===== config.mk =====
export PLATFORM = sky130hd
export DESIGN_NAME = sorted_departure_table_top
export DESIGN_NICKNAME = d
export VERILOG_FILES = /design/src/design/sdt_pkg.sv /design/src/design/sdt_ram.sv /design/src/design/sorted_departure_table_top.sv
export VERILOG_INCLUDE_DIRS = /design/src /design/src/design
export SDC_FILE = /design/constraint.sdc
export NUM_CORES = 2
export LEC_CHECK = 0
export BUFFER_PORTS_ARGS = -buffer_cell sky130_fd_sc_hd__buf_4
export CORE_ASPECT_RATIO = 0.5
export CORE_MARGIN = 2
export CORE_UTILIZATION = 56
export CTS_CLUSTER_DIAMETER = 100
export DETAILED_ROUTE_END_ITERATION = 16
export PLACE_DENSITY = 0.79
export REMOVE_ABC_BUFFERS = 1
export SYNTH_ARGS = -nofsm -noshare
export SYNTH_HDL_FRONTEND = slang
export SYNTH_SLANG_ARGS = --single-unit

===== constraint.sdc =====
create_clock -name clk_i -period 7.6 [get_ports clk_i]
set_input_delay 1.52 -clock clk_i [delete_from_list [all_inputs] [get_ports clk_i]]
set_output_delay 1.52 -clock clk_i [all_outputs]
set_load 0.02 [all_outputs]

===== src/design/sorted_departure_table_top_assert.svh =====
// Assertion macros for the sorted departure table.
// Depends on clk_i and rst_ni being visible in the including module.
`ifndef SORTED_DEPARTURE_TABLE_TOP_ASSERT_SVH
`define SORTED_DEPARTURE_TABLE_TOP_ASSERT_SVH

// Same-cycle implication, checked out of reset.
`define SDT_ASSERT_IMP(lbl, ante, cons, msg) \
  lbl: assert property (@(posedge clk_i) disable iff (!rst_ni) (ante) |-> (cons)) \
    else $error(msg);

// Next-cycle implication, checked out of reset.
`define SDT_ASSERT_NXT(lbl, ante, cons, msg) \
  lbl: assert property (@(posedge clk_i) disable iff (!rst_ni) (ante) |=> (cons)) \
    else $error(msg);

`endif


===== src/design/sdt_pkg.sv =====
// Shared types, sizes and codes for the sorted departure table.
// No dependencies.
`timescale 1ns / 1ps

package sdt_pkg;

  // Table geometry
  localparam int PLATFORMS = 8;
  localparam int ENTRIES   = 16;

  localparam int PLAT_W  = 3;
  localparam int TIME_W  = 12;
  localparam int TRAIN_W = 16;

  localparam int PIDX_W = (PLATFORMS > 1) ? $clog2(PLATFORMS) : 1;
  localparam int CNT_W  = $clog2(ENTRIES + 1);
  localparam int DEPTH  = PLATFORMS * ENTRIES;
  localparam int ADDR_W = (DEPTH > 1) ? $clog2(DEPTH) : 1;

  // Time code for "no departure"; also the first invalid time
  localparam logic [TIME_W-1:0] TIME_NONE = TIME_W'(2400);

  typedef enum logic {
    CMD_INSERT = 1'b0,
    CMD_QUERY  = 1'b1
  } cmd_e;

  typedef enum logic [1:0] {
    ST_OK        = 2'd0,
    ST_FULL      = 2'd1,
    ST_BAD_PLAT  = 2'd2,
    ST_BAD_TIME  = 2'd3
  } status_e;

  // One slot of a platform table
  typedef struct packed {
    logic [TIME_W-1:0]  tod;
    logic [TRAIN_W-1:0] train;
  } slot_t;

  // Flat slot address of entry idx on platform plat
  function automatic logic [ADDR_W-1:0] slot_addr(input logic [PIDX_W-1:0] plat,
                                                  input logic [CNT_W-1:0]  idx);
    slot_addr = ADDR_W'(int'(plat) * ENTRIES + int'(idx));
  endfunction

endpackage


===== src/design/sdt_ram.sv =====
// Generic simple dual-port RAM: one write port, one read port, registered read.
// No dependencies.
`timescale 1ns / 1ps

module sdt_ram #(
  parameter int WIDTH = 8,
  parameter int DEPTH = 16
) (
  input  logic                             clk_i,
  input  logic                             we_i,
  input  logic [$clog2(DEPTH)-1:0]         waddr_i,
  input  logic [WIDTH-1:0]                 wdata_i,
  input  logic [$clog2(DEPTH)-1:0]         raddr_i,
  output logic [WIDTH-1:0]                 rdata_o
);

  logic [WIDTH-1:0] mem_q [DEPTH];
  logic [WIDTH-1:0] rdata_q;

  // Write and registered read
  always_ff @(posedge clk_i) begin
    if (we_i) begin
      mem_q[waddr_i] <= wdata_i;
    end
    rdata_q <= mem_q[raddr_i];
  end

  assign rdata_o = rdata_q;

endmodule


===== src/design/sorted_departure_table_top.sv =====
// Sorted departure table: per-platform time-ordered slots in one RAM, with a
// scan/shift sequencer. Depends on sdt_pkg, sdt_ram and the assertion header.
//
// A request is taken when start is high and busy is low; its result shows on
// the result ports for one cycle with done_o and cannot be held off. Error
// requests and queries on an empty platform raise no busy: the result follows
// in the next cycle. A query scans the platform's slots upward from slot 0
// until it meets a departure later than the requested time or its entries run
// out; an insert shifts the later entries up one slot each, from the top
// down, then writes the new entry into the gap. The result appears in the
// first cycle with busy low, and a new request may be taken in that same
// cycle. The slot RAM's single read port feeds the scan one slot per cycle.
`timescale 1ns / 1ps
`include "sorted_departure_table_top_assert.svh"

module sorted_departure_table_top
  import sdt_pkg::*;
(
  input  logic               clk_i,
  input  logic               rst_ni,
  input  logic               start,
  output logic               busy,
  output logic               done_o,
  input  logic               cmd_i,
  input  logic [PLAT_W-1:0]  platform_i,
  input  logic [TIME_W-1:0]  time_of_day_i,
  input  logic [TRAIN_W-1:0] train_number_i,
  output logic [1:0]         status_o,
  output logic               found_o,
  output logic [TRAIN_W-1:0] next_train_o,
  output logic [TIME_W-1:0]  next_time_o
);

  typedef enum logic [1:0] {
    S_IDLE,
    S_QSCAN,
    S_ISCAN
  } state_e;

  state_e               state_q, state_d;
  logic [PIDX_W-1:0]    plat_q, plat_d;
  logic [TIME_W-1:0]    time_q, time_d;
  logic [TRAIN_W-1:0]   train_q, train_d;
  logic [CNT_W-1:0]     pos_q, pos_d;
  logic [CNT_W-1:0]     cnt_q, cnt_d;
  logic [CNT_W-1:0]     cnt_mem_q [PLATFORMS];
  logic                 cnt_we;

  logic                 done_q, done_d;
  status_e              status_q, status_d;
  logic                 found_q, found_d;
  logic [TRAIN_W-1:0]   ntrain_q, ntrain_d;
  logic [TIME_W-1:0]    ntime_q, ntime_d;

  logic                 ram_we;
  logic [ADDR_W-1:0]    ram_waddr;
  slot_t                ram_wdata;
  logic [ADDR_W-1:0]    ram_raddr;
  slot_t                ram_rdata;

  logic [PIDX_W-1:0]    plat_in;
  logic                 plat_ok;
  logic                 time_ok;
  logic [CNT_W-1:0]     cnt_sel;

  // Slot storage for all platforms
  sdt_ram #(
    .WIDTH ($bits(slot_t)),
    .DEPTH (DEPTH)
  ) u_slots (
    .clk_i   (clk_i),
    .we_i    (ram_we),
    .waddr_i (ram_waddr),
    .wdata_i (ram_wdata),
    .raddr_i (ram_raddr),
    .rdata_o (ram_rdata)
  );

  // Decode the incoming request
  assign plat_in = PIDX_W'(platform_i);
  assign plat_ok = int'(platform_i) < PLATFORMS;
  assign time_ok = (time_of_day_i != '0) && (time_of_day_i < TIME_NONE);
  assign cnt_sel = plat_ok ? cnt_mem_q[plat_in] : '0;

  // Sequencer: upward scan for queries, downward shift for inserts
  always_comb begin
    state_d   = state_q;
    plat_d    = plat_q;
    time_d    = time_q;
    train_d   = train_q;
    pos_d     = pos_q;
    cnt_d     = cnt_q;
    cnt_we    = 1'b0;
    done_d    = 1'b0;
    status_d  = ST_OK;
    found_d   = 1'b0;
    ntrain_d  = '0;
    ntime_d   = TIME_NONE;
    ram_we    = 1'b0;
    ram_waddr = '0;
    ram_wdata = '0;
    ram_raddr = '0;

    unique case (state_q)
      S_IDLE: begin
        // Prefetch the first slot the scan will need
        if (cmd_i == CMD_QUERY) begin
          ram_raddr = slot_addr(plat_in, '0);
        end else begin
          ram_raddr = slot_addr(plat_in, CNT_W'(cnt_sel - 1'b1));
        end
        if (start) begin
          plat_d  = plat_in;
          time_d  = time_of_day_i;
          train_d = train_number_i;
          cnt_d   = cnt_sel;
          pos_d   = (cmd_i == CMD_QUERY) ? '0 : cnt_sel;
          priority if (!plat_ok) begin
            done_d   = 1'b1;
            status_d = ST_BAD_PLAT;
          end else if (!time_ok) begin
            done_d   = 1'b1;
            status_d = ST_BAD_TIME;
          end else if (cmd_i == CMD_QUERY) begin
            if (cnt_sel == '0) begin
              done_d = 1'b1;
            end else begin
              state_d = S_QSCAN;
            end
          end else if (cnt_sel >= CNT_W'(ENTRIES)) begin
            done_d   = 1'b1;
            status_d = ST_FULL;
          end else begin
            state_d = S_ISCAN;
          end
        end
      end

      S_QSCAN: begin
        // ram_rdata holds slot pos_q; fetch the next one
        ram_raddr = slot_addr(plat_q, CNT_W'(pos_q + 1'b1));
        priority if (ram_rdata.tod > time_q) begin
          done_d   = 1'b1;
          found_d  = 1'b1;
          ntrain_d = ram_rdata.train;
          ntime_d  = ram_rdata.tod;
          state_d  = S_IDLE;
        end else if (CNT_W'(pos_q + 1'b1) == cnt_q) begin
          done_d  = 1'b1;
          state_d = S_IDLE;
        end else begin
          pos_d = CNT_W'(pos_q + 1'b1);
        end
      end

      S_ISCAN: begin
        // ram_rdata holds slot pos_q-1; shift it up or drop the new entry in
        ram_raddr = slot_addr(plat_q, CNT_W'(pos_q - 2'd2));
        ram_we    = 1'b1;
        ram_waddr = slot_addr(plat_q, pos_q);
        if (pos_q != '0 && ram_rdata.tod > time_q) begin
          ram_wdata = ram_rdata;
          pos_d     = CNT_W'(pos_q - 1'b1);
        end else begin
          ram_wdata.tod   = time_q;
          ram_wdata.train = train_q;
          cnt_we          = 1'b1;
          done_d          = 1'b1;
          state_d         = S_IDLE;
        end
      end

      default: begin
        state_d = S_IDLE;
      end
    endcase
  end

  // Hold state, counts and registered results
  always_ff @(posedge clk_i or negedge rst_ni) begin
    if (!rst_ni) begin
      state_q  <= S_IDLE;
      done_q   <= 1'b0;
      plat_q   <= '0;
      time_q   <= '0;
      train_q  <= '0;
      pos_q    <= '0;
      cnt_q    <= '0;
      status_q <= ST_OK;
      found_q  <= 1'b0;
      ntrain_q <= '0;
      ntime_q  <= TIME_NONE;
      for (int p = 0; p < PLATFORMS; p++) begin
        cnt_mem_q[p] <= '0;
      end
    end else begin
      state_q  <= state_d;
      done_q   <= done_d;
      plat_q   <= plat_d;
      time_q   <= time_d;
      train_q  <= train_d;
      pos_q    <= pos_d;
      cnt_q    <= cnt_d;
      status_q <= status_d;
      found_q  <= found_d;
      ntrain_q <= ntrain_d;
      ntime_q  <= ntime_d;
      if (cnt_we) begin
        cnt_mem_q[plat_q] <= CNT_W'(cnt_q + 1'b1);
      end
    end
  end

  assign busy         = (state_q != S_IDLE);
  assign done_o       = done_q;
  assign status_o     = status_q;
  assign found_o      = found_q & done_q;
  assign next_train_o = ntrain_q;
  assign next_time_o  = ntime_q;

  // Checks
  `SDT_ASSERT_IMP(a_found_ok, found_o,
    done_o && status_o == ST_OK && next_time_o != TIME_NONE,
    "found result without ok status or with empty time")
  `SDT_ASSERT_IMP(a_err_quiet, done_o && status_o != ST_OK,
    !found_o && next_train_o == '0 && next_time_o == TIME_NONE,
    "error result carries departure data")
  `SDT_ASSERT_IMP(a_done_origin, done_o, $past(start) || $past(busy),
    "result strobe without a request in progress")
  `SDT_ASSERT_IMP(a_ins_bound, state_q == S_ISCAN,
    pos_q <= cnt_q && cnt_q < CNT_W'(ENTRIES),
    "insert shift beyond the table fill")
  `SDT_ASSERT_NXT(a_ins_done, state_q == S_ISCAN && state_d == S_IDLE,
    done_o && status_o == ST_OK && !found_o,
    "insert finished without an ok result")

endmodule

==> impl_metrics.env <==
export IMPL_syn_area_um2=145000
export IMPL_power_internal_mw=43.7
export IMPL_ys_top_cells_by_area="edfxtp_1 74%, nand2_1 3.2%, dfrtp_1 1.9%"
export IMPL_fin_nets=10100
export IMPL_drv_cap=3
export IMPL_rsz0062_at_grt="false"
export IMPL_switching_power_mw=36.7
export IMPL_min_path_type="reg -> reg"
export IMPL_wl_per_cell_um=36.1
export IMPL_layout_drive_gt1_share_pct=13.8
export IMPL_fin_worst_skew_ns=0.0696
export IMPL_fin_crit_ns=7.22
export IMPL_cp_slowest_cell="nor3_1"
export IMPL_ant_nets=0
export IMPL_pwr_share_comb_pct=47.8
export IMPL_critPathLaunch="platform_i[2]"
export IMPL_cp_common_cell="buf_4"
export IMPL_clock_path_buffers=4
export IMPL_worst_pin_slew_ns=1.59
export IMPL_synth_top_area_share_pct=74.1
export IMPL_grt_pass1_wl_um=689000
export IMPL_hold_viol_final=0
export IMPL_power_density_nw_per_um2=494
export IMPL_final_util_pct=63.0
export IMPL_path_class="in -> reg"
export IMPL_worstPathArrival_ns=8.01
export IMPL_endpoint_kind="flip-flop"
export IMPL_htreeDepth=5
export IMPL_first_pass_iters=8
export IMPL_initial_core_util_pct=56.2
export IMPL_cts_buffers=322
export IMPL_cp_required_ns=8.40
export IMPL_rows=132
export IMPL_path_max_fanout=39
export IMPL_die_h_um=364
export IMPL_synth_edf_count=3584
export IMPL_clockPowerShare_pct=20.2
export IMPL_p_total_mw=80.4
export IMPL_ys_seq_elements=3727
export IMPL_antenna_found_initial=42
export IMPL_min_from="train_q[9]$_DFFE_PN0P_"
export IMPL_vias=98600
export IMPL_area_growth_syn_to_layout_pct=12.1
export IMPL_drtIter0Drc=21800
export IMPL_slowest_delay_ns=1.27
export IMPL_whs_ns=0.505
export IMPL_dieArea_um2=264000
export IMPL_status="finished with violations"
export IMPL_seqPwrFrac_pct=32.1
export IMPL_routabilityCongestion=1.02
export IMPL_fp_dieW_um=724
export IMPL_grtUsageTotal_pct=36.9
export IMPL_hold_buffers=0
export IMPL_fmax_ghz=0.139
export IMPL_ys_seq_area_share_pct=76.5
export IMPL_violations="max-capacitance violations, max-slew violations"
export IMPL_period_share_pct=95.0
export IMPL_synth_top_flop_cell="edfxtp_1"
export IMPL_syn_mean_instance_area_um2=14.8
export IMPL_yosysWarnings=0
export IMPL_cp_num_buf_inv=4
export IMPL_cts_root_buffer="clkbuf_16"
export IMPL_vias_per_cell=7.15
export IMPL_drt_wl_total_um=497000
export IMPL_grt_pass1_vias=91900
export IMPL_cts_tree="done"
export IMPL_core_um2=258000
export IMPL_crit_family="simple AND/OR/NAND/NOR gates"
export IMPL_cts_sinks=3727
export IMPL_clk_pin_slew_ns=0.07
export IMPL_drv_slew=4
export IMPL_dpl_hpwl_um=294000
export IMPL_post_cts_setup_buffers=0
export IMPL_route_detailed_drc=0
export IMPL_cts_resized=0
export IMPL_synthCells=9821
export IMPL_grt_max_degree=129
export IMPL_io_pins=68
export IMPL_insertion_delay_ns=0.94
export IMPL_setup_viol=0
export IMPL_synthDistinctLibCells=90
export IMPL_grt_overflow_total=0
export IMPL_synth_area_leader_cell="edfxtp_1"
export IMPL_p_sw_share_pct=45.6
export IMPL_cp_start_kind="primary input"
export IMPL_ys_async_sr_fraction_pct=3.09
export IMPL_worstPathCellList="buf_4, mux4_2, mux2_2, inv_1, ha_1, or3b_1, a31oi_4, nand3_4, buf_12, o22ai_1, nor4_1, o21ai_0, nand2_1, nor3_1, buf_4, a2bb2oi_1"
export IMPL_io_buffers=67
export IMPL_p_leak_nw=53.9
export IMPL_relSlewSlack_pct=-7.02
export IMPL_rr_startpoint="state_q[1]$_DFFE_PN0P_"
export IMPL_peakVddDrop_mv=0.518
## routing by layer
layer  global-route usage [%]  routed length [um]
met5                    0.539                 548
met4                     20.6               33800
met3                     15.0               90300
met2                     52.5              209000
met1                     48.6              163000
## per-stage QoR
| step | setup slack (ns) | TNS (ns) | cell area, um^2 | std cells |
|---|---|---|---|---|
| after floorplan | -14.07 | -2923.14 | 142000 | 9124 |
| after global placement | 0.0204 | 0 | 153000 | 13200 |
| after detailed placement | -0.0386 | -0.0386 | 153000 | 13200 |
| after CTS | 0.872 | 0 | 163000 | 13800 |
| after global routing | 0.651 | 0 | 163000 | 13800 |
| final | 0.384 | 0 | 163000 | 13800 |
## layout make-up
type                       instances  area [um^2]
antenna                           12         30.0
clock buffer                     406         8560
clock inverter                   166         1420
fill                           17400        95700
inverter                          35          133
multi-input combinational       5362        32000
sequential                      3727       111000
tap                             3484         4360
timing repair buffer             591         5270
## final timing paths
check                                             end  slack, ns  cells past startpoint
max                        u_slots.rdata_o[2]$_DFF_P_       0.38                     16
min                            train_q[9]$_DFFE_PN0P_       0.50                      1
max reg2reg                u_slots.rdata_o[2]$_DFF_P_       0.91                     14
min reg2reg                    train_q[9]$_DFFE_PN0P_       0.50                      1
max in group asynchronous   cnt_mem_q[32]$_DFFE_PN0P_       5.56                      2
min in group asynchronous     train_q[10]$_DFFE_PN0P_       0.68                      1
## cells by family (layout without fill, tap and decap cells)
family,count (synthesis),count (layout),share of synthesized area (%)
other,0,12,0
AND/OR/NAND/NOR,2803,2803,8.64
XOR/XNOR,21,21,0.132
AO/OA/AOI/OAI,2250,2250,10.2
flip-flops,3727,3727,76.5
multiplexers,257,257,2.02
adder cells (fa/ha/maj),31,31,0.267
buffers and inverters,732,1198,2.25
## synthesized netlist by cell type (11+ instances only)
cell type,n
o211ai_1,58
and3_1,154
o21ai_0,500
a22o_1,18
nor3_1,258
nand2b_1,13
mux2_2,104
buf_2,298
dfxtp_1,28
nand2_1,1224
a21oi_1,313
edfxtp_1,3584
nand4_1,108
o311ai_0,34
a22oi_1,159
a2bb2oi_1,19
a221oi_1,108
buf_4,31
mux4_2,18
a31oi_1,164
o32ai_1,15
nor2_1,533
o221ai_1,74
a222oi_1,30
o22a_1,11
o22ai_1,431
inv_1,35
clkbuf_1,291
ha_1,31
a31o_2,11
a211oi_1,116
mux2i_1,133
or3_1,78
o21ai_1,18
nor4_1,70
a311oi_1,55
nand3_1,292
xnor2_1,12
or2_2,12
dfrtp_1,111
a21o_1,15
buf_1,73
o31ai_1,20
## registers in the layout, summed over array words and instances, names as in the netlist, 3 cells and up
name / cells
cnt_mem_q: 40
cnt_q: 5
next_time_o: 12
next_train_o: 16
plat_q: 3
pos_q: 5
time_q: 12
train_q: 16
u_slots.mem_q: 3584
u_slots.rdata_o: 28
## cell usage in the layout, fill, tap and decap left out, drive strengths merged, types with 13 or more instances in the layout
master,n
edfxtp,3584
dfrtp,111
a221oi,110
mux2i,133
a21oi,316
o31ai,20
a222oi,30
nand4,108
dfxtp,28
nand2,1227
a311oi,55
o21ai,520
clkbuf,406
a22o,18
mux2,106
nor4,70
nand2b,13
and3,154
nor2,540
clkinv,123
a2bb2oi,19
a22oi,160
o221ai,74
a31oi,165
ha,31
bufinv,20
o211ai,59
nand3,293
inv,48
a21o,15
nor3,262
a211oi,117
mux4,18
o32ai,15
buf,591
or3,78
o311ai,35
o22ai,432
## power by group through the flow
stage	clock, mW	sequential [mW]	combinational (mW)
3_5_place_dp	0	26.2	35.6
6_report	16.2	25.8	38.4
3_3_place_gp	0	26.2	35.0
2_1_floorplan	0	26.4	17.8
5_1_grt	16.9	25.8	38.4
4_1_cts	16.1	25.8	35.9
Note: power is estimated with default switching activity, not from simulation.
